===== config.mk =====
export PLATFORM = sky130hd
export DESIGN_NAME = pulse_gain_feature_extractor_flat
export DESIGN_NICKNAME = d
export VERILOG_FILES = /design/src/hw/rtl/pgfe_pkg.sv /design/src/hw/rtl/pgfe_ifs.sv /design/src/hw/rtl/pulse_gain_feature_extractor.sv /design/src/flat_wrapper.sv
export SDC_FILE = /design/constraint.sdc
export NUM_CORES = 2
export LEC_CHECK = 0
export BUFFER_PORTS_ARGS = -buffer_cell sky130_fd_sc_hd__buf_2
export CELL_PAD_IN_SITES_DETAIL_PLACEMENT = 2
export CELL_PAD_IN_SITES_GLOBAL_PLACEMENT = 2
export CORE_MARGIN = 3
export CORE_UTILIZATION = 40
export CTS_CLUSTER_SIZE = 14
export DETAILED_ROUTE_END_ITERATION = 8
export GPL_TIMING_DRIVEN = 0
export PLACE_DENSITY = 0.77
export SYNTH_ARGS = -nofsm -noshare
export SYNTH_HDL_FRONTEND = slang
export SYNTH_SLANG_ARGS = --single-unit

===== constraint.sdc =====
create_clock -name clk -period 16.4 [get_ports clk]
set_clock_uncertainty 0.05 [all_clocks]
set_input_delay 2.46 -clock clk [delete_from_list [all_inputs] [get_ports clk]]
set_output_delay 2.46 -clock clk [all_outputs]
set_load 0.02 [all_outputs]

===== src/hw/rtl/pgfe_pkg.sv =====
`default_nettype none

package pgfe_pkg;

    localparam int SAMPLE_W    = 16;
    localparam int MAX_SAMPLES = 16384;
    localparam int INDEX_W     = 15;
    localparam int PEAK_W      = 14;
    localparam int CFG_W       = 15;
    localparam int CFG_INDEX_W = 1;
    localparam int SUM_W       = 32;
    localparam int SQSUM_W     = 45;
    localparam int AREA_W      = 30;
    localparam int PED_W       = 24;
    localparam int NOISE_W     = 24;
    localparam int MAXV_W      = 15;

    localparam int MAG_W  = 30;
    localparam int MUL_W  = 30;
    localparam int ACC_W  = 2 * MUL_W;
    localparam int DIV_W  = 28;
    localparam int REM_W  = 32;
    localparam int CSU_W  = REM_W + 2;
    localparam int DQ_W   = 62;
    localparam int ROOT_W = DQ_W / 2;
    localparam int CNT_W  = 6;

    localparam int MUL_STEPS  = 5;
    localparam int PED_STEPS  = MAG_W + 8;
    localparam int NDIV_STEPS = DQ_W;
    localparam int SQRT_STEPS = ROOT_W;

    localparam int P_MIN          = 2;
    localparam int PREPULSE_RESET = 100;
    localparam int AREA_RESET     = 70;

    localparam logic [CFG_INDEX_W-1:0] REG_PREPULSE_TICKS = 1'b0;
    localparam logic [CFG_INDEX_W-1:0] REG_AREA_WINDOW    = 1'b1;

    typedef enum logic [2:0] {
        ST_IDLE,
        ST_MUL,
        ST_PED,
        ST_NDIV,
        ST_SQRT,
        ST_DONE
    } state_t;

endpackage

`default_nettype wire


===== src/hw/rtl/pgfe_ifs.sv =====
`default_nettype none

interface pgfe_sample_if;
    import pgfe_pkg::*;

    logic                       valid;
    logic                       ready;
    logic signed [SAMPLE_W-1:0] sample;
    logic                       last_sample;

    modport source (output valid, sample, last_sample, input ready);
    modport sink (input valid, sample, last_sample, output ready);
endinterface

interface pgfe_result_if;
    import pgfe_pkg::*;

    logic                       valid;
    logic                       ready;
    logic signed [PED_W-1:0]    pedestal_q8;
    logic [NOISE_W-1:0]         noise_q8;
    logic [MAXV_W-1:0]          max_value;
    logic signed [SAMPLE_W-1:0] min_value;
    logic [PEAK_W-1:0]          peak_time;
    logic signed [AREA_W-1:0]   area;
    logic                       short_waveform;

    modport source (output valid, pedestal_q8, noise_q8, max_value, min_value, peak_time,
                    area, short_waveform, input ready);
    modport sink (input valid, pedestal_q8, noise_q8, max_value, min_value, peak_time,
                  area, short_waveform, output ready);
endinterface

`default_nettype wire


===== src/hw/rtl/pulse_gain_feature_extractor.sv =====
`default_nettype none
// Samples that do not close a waveform are taken one per cycle and folded in at once.
// The closing sample keeps the block busy for five multiplier steps, then
// 38 pedestal and 62 noise divider steps and 31 square root steps on one compare-subtract
// unit; the result is registered when the output slot is free, and ready returns
// in that cycle. Reset is asynchronous and active low; it restores the register defaults
// and clears the waveform sums.

module pulse_gain_feature_extractor (
    input  wire logic                             clk,
    input  wire logic                             rst_n,
    input  wire logic                             cfg_we,
    input  wire logic [pgfe_pkg::CFG_INDEX_W-1:0] cfg_index,
    input  wire logic [pgfe_pkg::CFG_W-1:0]       cfg_data,
    pgfe_sample_if.sink                           samples,
    pgfe_result_if.source                         results
);
    import pgfe_pkg::*;

    state_t state_reg, state_next;
    logic [CNT_W-1:0] cnt_reg, cnt_next;
    logic [CFG_W-1:0] ticks_reg, ticks_next;
    logic [CFG_W-1:0] window_reg, window_next;

    logic [INDEX_W-1:0]         idx_reg, idx_next;
    logic signed [SUM_W-1:0]    sum_reg, sum_next;
    logic [SQSUM_W-1:0]         sqsum_reg, sqsum_next;
    logic signed [AREA_W-1:0]   area_reg, area_next;
    logic [MAXV_W-1:0]          max_reg, max_next;
    logic signed [SAMPLE_W-1:0] min_reg, min_next;
    logic [PEAK_W-1:0]          peak_reg, peak_next;

    logic [ACC_W-1:0]  acc_reg, acc_next;
    logic [ACC_W-1:0]  prod_reg, prod_next;
    logic [DIV_W-1:0]  div_reg, div_next;
    logic [REM_W-1:0]  rem_reg, rem_next;
    logic [DQ_W-1:0]   dq_reg, dq_next;
    logic [ROOT_W-1:0] root_reg, root_next;
    logic [PED_W-1:0]  ped_reg, ped_next;

    logic                       res_valid_reg, res_valid_next;
    logic [PED_W-1:0]           res_ped_reg, res_ped_next;
    logic [NOISE_W-1:0]         res_noise_reg, res_noise_next;
    logic [MAXV_W-1:0]          res_max_reg, res_max_next;
    logic signed [SAMPLE_W-1:0] res_min_reg, res_min_next;
    logic [PEAK_W-1:0]          res_peak_reg, res_peak_next;
    logic signed [AREA_W-1:0]   res_area_reg, res_area_next;
    logic                       res_short_reg, res_short_next;

    logic [CFG_W-1:0]             p_eff;
    logic                         in_accept;
    logic signed [SAMPLE_W-1:0]   v;
    logic signed [2*SAMPLE_W-1:0] v_sq;
    logic [SUM_W-1:0]             sum_abs;
    logic [MAG_W-1:0]             mag;
    logic [MUL_W-1:0]             mul_a, mul_b;
    logic [ACC_W-1:0]             mul_p;
    logic                         add_sub;
    logic [ACC_W-1:0]             add_b;
    logic [ACC_W:0]               add_s;
    logic [CSU_W-1:0]             csu_a, csu_b;
    logic [CSU_W:0]               csu_d;
    logic                         csu_ge;
    logic [REM_W-1:0]             rem_step;
    logic [DQ_W-1:0]              div_shift;
    logic [PED_W-1:0]             ped_q;
    logic                         res_free;

    always_comb
    begin
        if (ticks_reg < CFG_W'(P_MIN))
        begin
            p_eff = CFG_W'(P_MIN);
        end
        else if (ticks_reg > CFG_W'(MAX_SAMPLES))
        begin
            p_eff = CFG_W'(MAX_SAMPLES);
        end
        else
        begin
            p_eff = ticks_reg;
        end
    end

    assign samples.ready = (state_reg == ST_IDLE);
    assign in_accept     = samples.valid && samples.ready;
    assign v             = samples.sample;
    assign v_sq          = v * v;

    assign sum_abs = sum_reg[SUM_W-1] ? (~sum_reg + 1'b1) : sum_reg;
    assign mag     = sum_abs[MAG_W-1:0];

    always_comb
    begin
        case (cnt_reg)
            CNT_W'(0):
            begin
                mul_a = MUL_W'(p_eff);
                mul_b = sqsum_reg[MUL_W-1:0];
            end
            CNT_W'(1):
            begin
                mul_a = MUL_W'(p_eff);
                mul_b = MUL_W'(sqsum_reg[SQSUM_W-1:MUL_W]);
            end
            CNT_W'(2):
            begin
                mul_a = mag;
                mul_b = mag;
            end
            CNT_W'(3):
            begin
                mul_a = MUL_W'(p_eff);
                mul_b = MUL_W'(p_eff - 1'b1);
            end
            default:
            begin
                mul_a = '0;
                mul_b = '0;
            end
        endcase
    end

    assign mul_p = mul_a * mul_b;

    assign add_sub = (cnt_reg == CNT_W'(3));
    assign add_b   = add_sub ? ~prod_reg : {prod_reg[ACC_W-MUL_W-1:0], {MUL_W{1'b0}}};
    assign add_s   = {1'b0, acc_reg} + {1'b0, add_b} + (ACC_W + 1)'(add_sub);

    always_comb
    begin
        if (state_reg == ST_SQRT)
        begin
            csu_a = {rem_reg, dq_reg[DQ_W-1 -: 2]};
            csu_b = {1'b0, root_reg, 2'b01};
        end
        else if (state_reg == ST_NDIV)
        begin
            csu_a = {1'b0, rem_reg, dq_reg[DQ_W-1]};
            csu_b = CSU_W'(div_reg);
        end
        else
        begin
            csu_a = {1'b0, rem_reg, dq_reg[DQ_W-1]};
            csu_b = CSU_W'(p_eff);
        end
    end

    assign csu_d     = {1'b0, csu_a} - {1'b0, csu_b};
    assign csu_ge    = !csu_d[CSU_W];
    assign rem_step  = csu_ge ? csu_d[REM_W-1:0] : csu_a[REM_W-1:0];
    assign div_shift = {dq_reg[DQ_W-2:0], csu_ge};
    assign ped_q     = div_shift[PED_W-1:0];
    assign res_free  = !res_valid_reg || results.ready;

    always_comb
    begin
        state_next     = state_reg;
        cnt_next       = cnt_reg;
        ticks_next     = ticks_reg;
        window_next    = window_reg;
        idx_next       = idx_reg;
        sum_next       = sum_reg;
        sqsum_next     = sqsum_reg;
        area_next      = area_reg;
        max_next       = max_reg;
        min_next       = min_reg;
        peak_next      = peak_reg;
        acc_next       = acc_reg;
        prod_next      = prod_reg;
        div_next       = div_reg;
        rem_next       = rem_reg;
        dq_next        = dq_reg;
        root_next      = root_reg;
        ped_next       = ped_reg;
        res_valid_next = res_valid_reg && !results.ready;
        res_ped_next   = res_ped_reg;
        res_noise_next = res_noise_reg;
        res_max_next   = res_max_reg;
        res_min_next   = res_min_reg;
        res_peak_next  = res_peak_reg;
        res_area_next  = res_area_reg;
        res_short_next = res_short_reg;

        if (cfg_we)
        begin
            case (cfg_index)
                REG_PREPULSE_TICKS: ticks_next  = cfg_data;
                REG_AREA_WINDOW:    window_next = cfg_data;
                default:            ;
            endcase
        end

        case (state_reg)
            ST_IDLE:
            begin
                if (in_accept)
                begin
                    if (idx_reg < INDEX_W'(MAX_SAMPLES))
                    begin
                        if (idx_reg < p_eff)
                        begin
                            sum_next   = sum_reg + SUM_W'(v);
                            sqsum_next = sqsum_reg + SQSUM_W'(unsigned'(v_sq));
                        end
                        if (v > $signed({1'b0, max_reg}))
                        begin
                            max_next  = v[MAXV_W-1:0];
                            peak_next = idx_reg[PEAK_W-1:0];
                        end
                        if (idx_reg < window_reg)
                        begin
                            area_next = area_reg + AREA_W'(v);
                        end
                        if (v < min_reg)
                        begin
                            min_next = v;
                        end
                        idx_next = idx_reg + 1'b1;
                    end
                    if (samples.last_sample)
                    begin
                        state_next = ST_MUL;
                        cnt_next   = '0;
                    end
                end
            end
            ST_MUL:
            begin
                prod_next = mul_p;
                cnt_next  = cnt_reg + 1'b1;
                case (cnt_reg)
                    CNT_W'(1): acc_next = prod_reg;
                    CNT_W'(2): acc_next = add_s[ACC_W-1:0];
                    CNT_W'(3): acc_next = add_s[ACC_W] ? add_s[ACC_W-1:0] : '0;
                    default:   ;
                endcase
                if (cnt_reg == CNT_W'(MUL_STEPS - 1))
                begin
                    div_next   = prod_reg[DIV_W-1:0];
                    rem_next   = '0;
                    dq_next    = {mag, 8'b0, {(DQ_W - PED_STEPS){1'b0}}};
                    cnt_next   = '0;
                    state_next = ST_PED;
                end
            end
            ST_PED:
            begin
                rem_next = rem_step;
                dq_next  = div_shift;
                cnt_next = cnt_reg + 1'b1;
                if (cnt_reg == CNT_W'(PED_STEPS - 1))
                begin
                    if (sum_reg[SUM_W-1])
                    begin
                        ped_next = (rem_step != '0) ? ~ped_q : (~ped_q + 1'b1);
                    end
                    else
                    begin
                        ped_next = ped_q;
                    end
                    rem_next   = REM_W'(acc_reg[ACC_W-1:DQ_W-16]);
                    dq_next    = {acc_reg[DQ_W-17:0], 16'b0};
                    cnt_next   = '0;
                    state_next = ST_NDIV;
                end
            end
            ST_NDIV:
            begin
                rem_next = rem_step;
                dq_next  = div_shift;
                cnt_next = cnt_reg + 1'b1;
                if (cnt_reg == CNT_W'(NDIV_STEPS - 1))
                begin
                    rem_next   = '0;
                    root_next  = '0;
                    cnt_next   = '0;
                    state_next = ST_SQRT;
                end
            end
            ST_SQRT:
            begin
                rem_next  = rem_step;
                root_next = {root_reg[ROOT_W-2:0], csu_ge};
                dq_next   = {dq_reg[DQ_W-3:0], 2'b00};
                cnt_next  = cnt_reg + 1'b1;
                if (cnt_reg == CNT_W'(SQRT_STEPS - 1))
                begin
                    cnt_next   = '0;
                    state_next = ST_DONE;
                end
            end
            ST_DONE:
            begin
                if (res_free)
                begin
                    res_valid_next = 1'b1;
                    res_ped_next   = ped_reg;
                    res_noise_next = (|root_reg[ROOT_W-1:NOISE_W]) ? '1 : root_reg[NOISE_W-1:0];
                    res_max_next   = max_reg;
                    res_min_next   = min_reg;
                    res_peak_next  = peak_reg;
                    res_area_next  = area_reg;
                    res_short_next = (idx_reg < p_eff);
                    idx_next       = '0;
                    sum_next       = '0;
                    sqsum_next     = '0;
                    area_next      = '0;
                    max_next       = '0;
                    min_next       = '0;
                    peak_next      = '0;
                    state_next     = ST_IDLE;
                end
            end
            default:
            begin
                state_next = ST_IDLE;
            end
        endcase
    end

    always_ff @(posedge clk or negedge rst_n)
    begin
        if (!rst_n)
        begin
            state_reg     <= ST_IDLE;
            cnt_reg       <= '0;
            ticks_reg     <= CFG_W'(PREPULSE_RESET);
            window_reg    <= CFG_W'(AREA_RESET);
            idx_reg       <= '0;
            sum_reg       <= '0;
            sqsum_reg     <= '0;
            area_reg      <= '0;
            max_reg       <= '0;
            min_reg       <= '0;
            peak_reg      <= '0;
            res_valid_reg <= 1'b0;
        end
        else
        begin
            state_reg     <= state_next;
            cnt_reg       <= cnt_next;
            ticks_reg     <= ticks_next;
            window_reg    <= window_next;
            idx_reg       <= idx_next;
            sum_reg       <= sum_next;
            sqsum_reg     <= sqsum_next;
            area_reg      <= area_next;
            max_reg       <= max_next;
            min_reg       <= min_next;
            peak_reg      <= peak_next;
            res_valid_reg <= res_valid_next;
        end
    end

    always_ff @(posedge clk)
    begin
        acc_reg       <= acc_next;
        prod_reg      <= prod_next;
        div_reg       <= div_next;
        rem_reg       <= rem_next;
        dq_reg        <= dq_next;
        root_reg      <= root_next;
        ped_reg       <= ped_next;
        res_ped_reg   <= res_ped_next;
        res_noise_reg <= res_noise_next;
        res_max_reg   <= res_max_next;
        res_min_reg   <= res_min_next;
        res_peak_reg  <= res_peak_next;
        res_area_reg  <= res_area_next;
        res_short_reg <= res_short_next;
    end

    assign results.valid          = res_valid_reg;
    assign results.pedestal_q8    = res_ped_reg;
    assign results.noise_q8       = res_noise_reg;
    assign results.max_value      = res_max_reg;
    assign results.min_value      = res_min_reg;
    assign results.peak_time      = res_peak_reg;
    assign results.area           = res_area_reg;
    assign results.short_waveform = res_short_reg;

`ifndef ASSERT_OFF
    a_result_from_done: assert property (@(posedge clk) disable iff (!rst_n)
        $rose(res_valid_reg) |-> $past(state_reg) == ST_DONE)
        else $error("A result item appeared without a finished calculation.");

    a_last_starts_calc: assert property (@(posedge clk) disable iff (!rst_n)
        (in_accept && samples.last_sample) |=> state_reg == ST_MUL)
        else $error("The closing item did not start the calculation.");

    a_index_bound: assert property (@(posedge clk) disable iff (!rst_n)
        idx_reg <= INDEX_W'(MAX_SAMPLES))
        else $error("The sample index passed its limit.");

    a_div_remainder: assert property (@(posedge clk) disable iff (!rst_n)
        (state_reg == ST_NDIV) |-> rem_reg < REM_W'(div_reg))
        else $error("The noise divider remainder reached the divisor.");

    a_sqrt_remainder: assert property (@(posedge clk) disable iff (!rst_n)
        (state_reg == ST_SQRT) |-> rem_reg <= {root_reg, 1'b0})
        else $error("The square root remainder exceeded twice the partial root.");
`endif

endmodule

`default_nettype wire

===== src/flat_wrapper.sv =====
// flat-port wrapper written by rule: the top's interface ports become plain ports
module pulse_gain_feature_extractor_flat import pgfe_pkg::*;
  (clk, rst_n, cfg_we, cfg_index, cfg_data, samples_valid, samples_sample, samples_last_sample, samples_ready, results_valid, results_pedestal_q8, results_noise_q8, results_max_value, results_min_value, results_peak_time, results_area, results_short_waveform, results_ready);
  pgfe_sample_if samples_i ();
  pgfe_result_if results_i ();
  input  wire logic clk;
  input  wire logic rst_n;
  input  wire logic cfg_we;
  input  wire logic [pgfe_pkg::CFG_INDEX_W-1:0] cfg_index;
  input  wire logic [pgfe_pkg::CFG_W-1:0] cfg_data;
  input wire logic [$bits(samples_i.valid)-1:0] samples_valid;
  input wire logic [$bits(samples_i.sample)-1:0] samples_sample;
  input wire logic [$bits(samples_i.last_sample)-1:0] samples_last_sample;
  output wire logic [$bits(samples_i.ready)-1:0] samples_ready;
  output wire logic [$bits(results_i.valid)-1:0] results_valid;
  output wire logic [$bits(results_i.pedestal_q8)-1:0] results_pedestal_q8;
  output wire logic [$bits(results_i.noise_q8)-1:0] results_noise_q8;
  output wire logic [$bits(results_i.max_value)-1:0] results_max_value;
  output wire logic [$bits(results_i.min_value)-1:0] results_min_value;
  output wire logic [$bits(results_i.peak_time)-1:0] results_peak_time;
  output wire logic [$bits(results_i.area)-1:0] results_area;
  output wire logic [$bits(results_i.short_waveform)-1:0] results_short_waveform;
  input wire logic [$bits(results_i.ready)-1:0] results_ready;
  assign samples_i.valid = samples_valid;
  assign samples_i.sample = samples_sample;
  assign samples_i.last_sample = samples_last_sample;
  assign samples_ready = samples_i.ready;
  assign results_valid = results_i.valid;
  assign results_pedestal_q8 = results_i.pedestal_q8;
  assign results_noise_q8 = results_i.noise_q8;
  assign results_max_value = results_i.max_value;
  assign results_min_value = results_i.min_value;
  assign results_peak_time = results_i.peak_time;
  assign results_area = results_i.area;
  assign results_short_waveform = results_i.short_waveform;
  assign results_i.ready = results_ready;
  pulse_gain_feature_extractor u_core (.clk(clk), .rst_n(rst_n), .cfg_we(cfg_we), .cfg_index(cfg_index), .cfg_data(cfg_data), .samples(samples_i), .results(results_i));
endmodule

======== Yosys cells after proc, flatten, opt, wreduce, memory -nomap -nowiden ========
Cells that the tools add are included.
operators by class
  add/subtract/negate cells ............... 11
  multiply operators ...................... 2
  magnitude comparators ................... 7
  equality and inequality tests ........... 24
  muxes and demuxes ....................... 73
  bitwise operators ....................... 4
  reductions and logical operators ........ 31
operator list
  operator                                        number
  32-bit two-way mux                              8
  62-bit case mux with 4 select lines             1
  45-bit two-way mux                              4
  60-bit case mux with 3 select lines             1
  30-bit two-way mux                              5
  32-bit case mux with 4 select lines             1
  62-bit two-way mux                              2
  15-bit two-way mux                              8
  60-bit two-way mux                              2
  30-bit case mux with 2 select lines             2
  30-bit case mux with 4 select lines             1
  45-bit case mux with 2 select lines             1
  34-bit two-way mux                              2
  16-bit two-way mux                              4
  32-bit case mux with 2 select lines             1
  31-bit case mux with 2 select lines             1
  60-bit by 60-bit adder with 61-bit output       1
  61-bit by 1-bit adder with 61-bit output        1
  30-bit by 30-bit multiplier with 60-bit output  1
  60-bit NOT                                      1
  15-bit case mux with 2 select lines             2
  14-bit two-way mux                              4
  24-bit two-way mux                              2
  45-bit by 32-bit adder with 45-bit output       1
  other kinds (54)                                95
word-level totals
  register bits ........................... 628
  bits of input ports ..................... 38
  output and inout bits ................... 126
  logic and storage cells ................. 178

======== Depth between registers and ports, before layout ========
  word-level depth ........................ 11
  mapped depth ............................ 42
  mapped depth without buffers ............ 40

======== Least setup slack after synthesis ========
No wires, ideal clock.
  path type ............................... input to register
  start ................................... in samples_sample[2]
  end ..................................... reg u_core.sqsum_reg[35]
  library setup time ...................... 0.318 ns
  arrival ................................. 9.937 ns
  data required time ...................... 16.032 ns
  slack ................................... 6.095 ns
  stages on the path ...................... 30
  path buffers ............................ 3
  cell sequence ........................... clkbuf_1 clkbuf_1 nand2_1 inv_1 fa_1 fa_1 inv_1 fa_1 inv_1 fa_1 fa_1 fa_1 ha_1 a21o_1 a21oi_1 nor2_1 a311o_1 a21o_1 a21oi_1 xnor2_1 ha_1 clkbuf_1 o21a_1 o21ai_0 nand2b_1 o31ai_1 o21ai_0 nor3b_1 xnor2_1 nor2_1
between the ends
  word-level cells in the longest chain between the ends .. 6
RTL lines
  element                                         RTL line                             text
  from (decl)                                     flat_wrapper.sv:12                   input wire logic [$bits(samples_i.sample)-1:0] samples_sample;
  16-bit by 16-bit multiplier with 32-bit output  pulse_gain_feature_extractor.sv:88   assign v_sq = v * v;
  45-bit by 32-bit adder with 45-bit output       pulse_gain_feature_extractor.sv:204  sqsum_next = sqsum_reg + SQSUM_W'(unsigned'(v_sq));
  45-bit two-way mux                              pulse_gain_feature_extractor.sv:201  if (idx_reg < p_eff)
  45-bit two-way mux                              pulse_gain_feature_extractor.sv:199  if (idx_reg < INDEX_W'(MAX_SAMPLES))
  45-bit two-way mux                              pulse_gain_feature_extractor.sv:197  if (in_accept)
  45-bit case mux with 2 select lines             pulse_gain_feature_extractor.sv:194  case (state_reg)
  to (signal assigned)                            pulse_gain_feature_extractor.sv:347  sqsum_reg <= sqsum_next;
  to (decl)                                       pulse_gain_feature_extractor.sv:27   logic [SQSUM_W-1:0] sqsum_reg, sqsum_next;
No other way between the ends. The select of a mux whose other input is x is not followed.
A chain may end at the register's enable or synchronous reset.

======== Worst setup path after layout ========
  start ................................... reg u_core.sum_reg[0]
  end ..................................... reg u_core.prod_reg[54], data pin
between the ends
  word-level cells in the longest chain between the ends .. 5
RTL lines
  element                                                                                     RTL line                             text
  from (decl)                                                                                 pulse_gain_feature_extractor.sv:26   logic signed [SUM_W-1:0] sum_reg, sum_next;
  from (signal assigned)                                                                      pulse_gain_feature_extractor.sv:346  sum_reg <= sum_next;
  30-bit NOT                                                                                  pulse_gain_feature_extractor.sv:90   assign sum_abs = sum_reg[SUM_W-1] ? (~sum_reg + 1'b1) : sum_reg;
  30-bit by 1-bit adder with 30-bit output                                                    pulse_gain_feature_extractor.sv:90
  30-bit two-way mux *                                                                        pulse_gain_feature_extractor.sv:90
  30-bit case mux with 4 select lines or 30-bit case mux with 2 select lines (tied branches)  pulse_gain_feature_extractor.sv:95   case (cnt_reg)
  30-bit by 30-bit multiplier with 60-bit output *                                            pulse_gain_feature_extractor.sv:124  assign mul_p = mul_a * mul_b;
  via u_core.mul_p[54]                                                                        pulse_gain_feature_extractor.sv:57   logic [ACC_W-1:0] mul_p;
  to (signal assigned)                                                                        pulse_gain_feature_extractor.sv:359  prod_reg <= prod_next;
  to (decl)                                                                                   pulse_gain_feature_extractor.sv:34   logic [ACC_W-1:0] prod_reg, prod_next;
The timed path passes the listed nets; every way through them passes the cells marked *.

==> results.ini <==
[route]
ant_nets = 0
dr_wl_met2_mm = 150
vias_per_cell = 5.84
drtIter0Drc = 5042
vias = 62800
wl_per_cell_um = 29.5
routed_wl_mm = 317
top_layer = met5
dr.pass1.iters = 8
wl_met3_mm = 19.4
drc = 0
met1_length_mm = 128

[logic_synthesis]
synth.mux.area_fraction_pct = 1.54
synth_nets = 9583
synth-main-ff-cell = edfxtp_1
synth_cell_types = 94
synth_top_family_by_area = adder cells
synth-seq-cells = 628
synthXorXnorAreaFrac_pct = 3.63
yosys_warnings = 0
yosys-top-cells-area = fa_1 27%, edfxtp_1 17%, ha_1 9.8%, dfrtp_1 6.7%, inv_1 6.5%
synthTopCellsByCount = 1297 x inv_1, 1023 x fa_1, 990 x nand2_1
avgSynthCellArea_sq_um = 9.45
synth-compound-area-share_pct = 12.7
ys_seq_area_share_pct = 23.8
synth-edff-count = 421
synth_fa_ha_area_share_pct = 37.1
async_reset_ff_share_pct = 33.0
yosysTopAreaCell = fa_1
synth_top_area_share_pct = 27.3
netlist_area_sq_um = 75000
syn_inst = 7937
synth-simple-area-share_pct = 13.1
synth.most_common_cell = inv_1

[cells_and_area]
multi_input_area_sq_um = 51100
largest_reg_flops = 62
syn_to_final_growth_pct = 9.28
fin_util_pct = 44.1
fillers = 20100
regArea_sq_um = 17800
layout-drive-gt1-share_pct = 5.87
finalInstanceArea_sq_um = 81900
final_nets = 9853

[floorplan]
ios = 164
die_h_um = 439
dieArea_sq_um = 193000
rows = 158
die_x_um = 439
initial_core_util_pct = 40.3
core-area_sq_um = 186000

[global_route]
grtUsageTotal_pct = 32.9
grt_pass1_vias = 70700
grt_overflow = 0
antenna_found_initial = 19
grt_start_max_net_pins = 100
grt_pass1_wl_mm = 469

[clock_network]
clockBufferDepth = 3
cts_tree = yes
clockRootBuffer = clkbuf_16
cts_buffers = 74
cts-resized-gates = 0
insertion_delay_ns = 0.69
cts_hold_buf = 0
cts_sinks = 628
path_clk_slew_ns = 0.06
htreeDepth = 3
postCtsSetupBuffers = 0

[placed_design]
dpl_cell_area_sq_um = 79500
gp_congestion = 0.972
portBuffers = 163
dp_hpwl_mm = 257

[min_path]
hold_class = reg2reg

[critical_path]
slowest_stage = a21oi_1
slowest_delay_ns = 1.38
crit_required_ns = 16.77
crit_type = reg2reg
arrival_ns = 14.61
setup.worst_path.end_class = register
worstPathMaxFanout = 10
worst_path_most_repeated_cell = fa_1
startpoint_type = register

[timing]
rsz0062_at_grt = no
tightest_slew_ns = 1.68
final-setup-viol-count = 0
fmax_mhz = 70.2
post-route-period-util_pct = 86.8
hold_ws_ns = 0.373
finalHoldViolations = 0
slew_violations = 32
maxSlewHeadroom_pct = -11.9
min_period_ns = 14.24
tns_ns = 0

[outcome]
violations = max-capacitance violations, max-slew violations
outcome = finished with violations

[job]
cap_viol_max_count = 5

## worst max-delay path: cells and delay by family (launching register included)
kind | cells | cell delay [ns]
fa+ha+maj | 10 | 4.04
buf+inv | 8 | 2.53
compound gates | 12 | 4.39
xor+xnor | 2 | 0.52
flops | 1 | 0.52
simple gates | 6 | 1.88
## per-stage QoR
step,setup slack (ns),std cells
2_1_floorplan,6.10,7937
6_report,2.16,10800
3_3_place_gp,2.23,10600
4_1_cts,2.66,10700
3_5_place_dp,2.69,10600
5_1_grt,1.97,10700
## metal layers
| layer | global-route usage (%) | vias to the layer above |
|---|---|---|
| li1 | - | 26600 |
| met1 | 41.5 | 33200 |
| met2 | 54.9 | 2310 |
| met3 | 4.41 | 725 |
| met4 | 17.0 | 4 |
| met5 | 0 | - |
## final timing paths
kind / from / endpoint / slack [ns] / cells after the start
min: u_core.ped_reg[16] / u_core.results.pedestal_q8[16] / 0.37 / 0
max: u_core.sum_reg[0] / u_core.prod_reg[54] / 2.16 / 38
max in group asynchronous: rst_n / u_core.ticks_reg[5] / 13.45 / 3
min reg2reg: u_core.ped_reg[16] / u_core.results.pedestal_q8[16] / 0.37 / 0
min in group asynchronous: rst_n / u_core.sqsum_reg[17] / 1.58 / 1
max reg2reg: u_core.sum_reg[0] / u_core.prod_reg[54] / 2.16 / 38
## final cells by class
class | instances | area share (%)
Clock inverter | 38 | 0.470
Clock buffer | 95 | 2.46
Timing Repair Buffer | 194 | 1.62
Antenna cell | 9 | 0.0275
Multi-Input combinational cell | 5668 | 62.3
Tap cell | 2480 | 3.79
Inverter | 1307 | 5.99
Sequential cell | 628 | 21.8
Buffer | 334 | 1.56
## cell usage in the layout (no fill, tap or decap), types with 36 or more instances in the layout
cell,count
nor2_1,614
o21bai_1,45
and2_1,118
xor2_1,139
or3_1,38
dfrtp_1,201
o21ai_0,253
a22o_1,105
o21a_1,56
fa_1,1023
nand2_1,990
ha_1,585
xnor2_1,170
nor2b_1,40
o31ai_1,46
clkbuf_1,315
nand3_1,83
nand2b_1,56
nor3_1,68
a21o_1,161
nand4_1,40
clkbuf_16,75
a21oi_1,389
edfxtp_1,421
inv_1,1296
and3_1,48
buf_2,168
mux2_2,68
mux2i_1,39
a211oi_1,36
## kinds of logic after synthesis
logic type	Yosys count
compound gates	1422
xor+xnor	311
fa+ha+maj	1608
buf+inv	1641
flops	628
mux	107
simple gates	2220
Power is left out: the tool's default activity adds up to more than one toggle a clock period on the data nets, which glitch-free logic cannot reach.
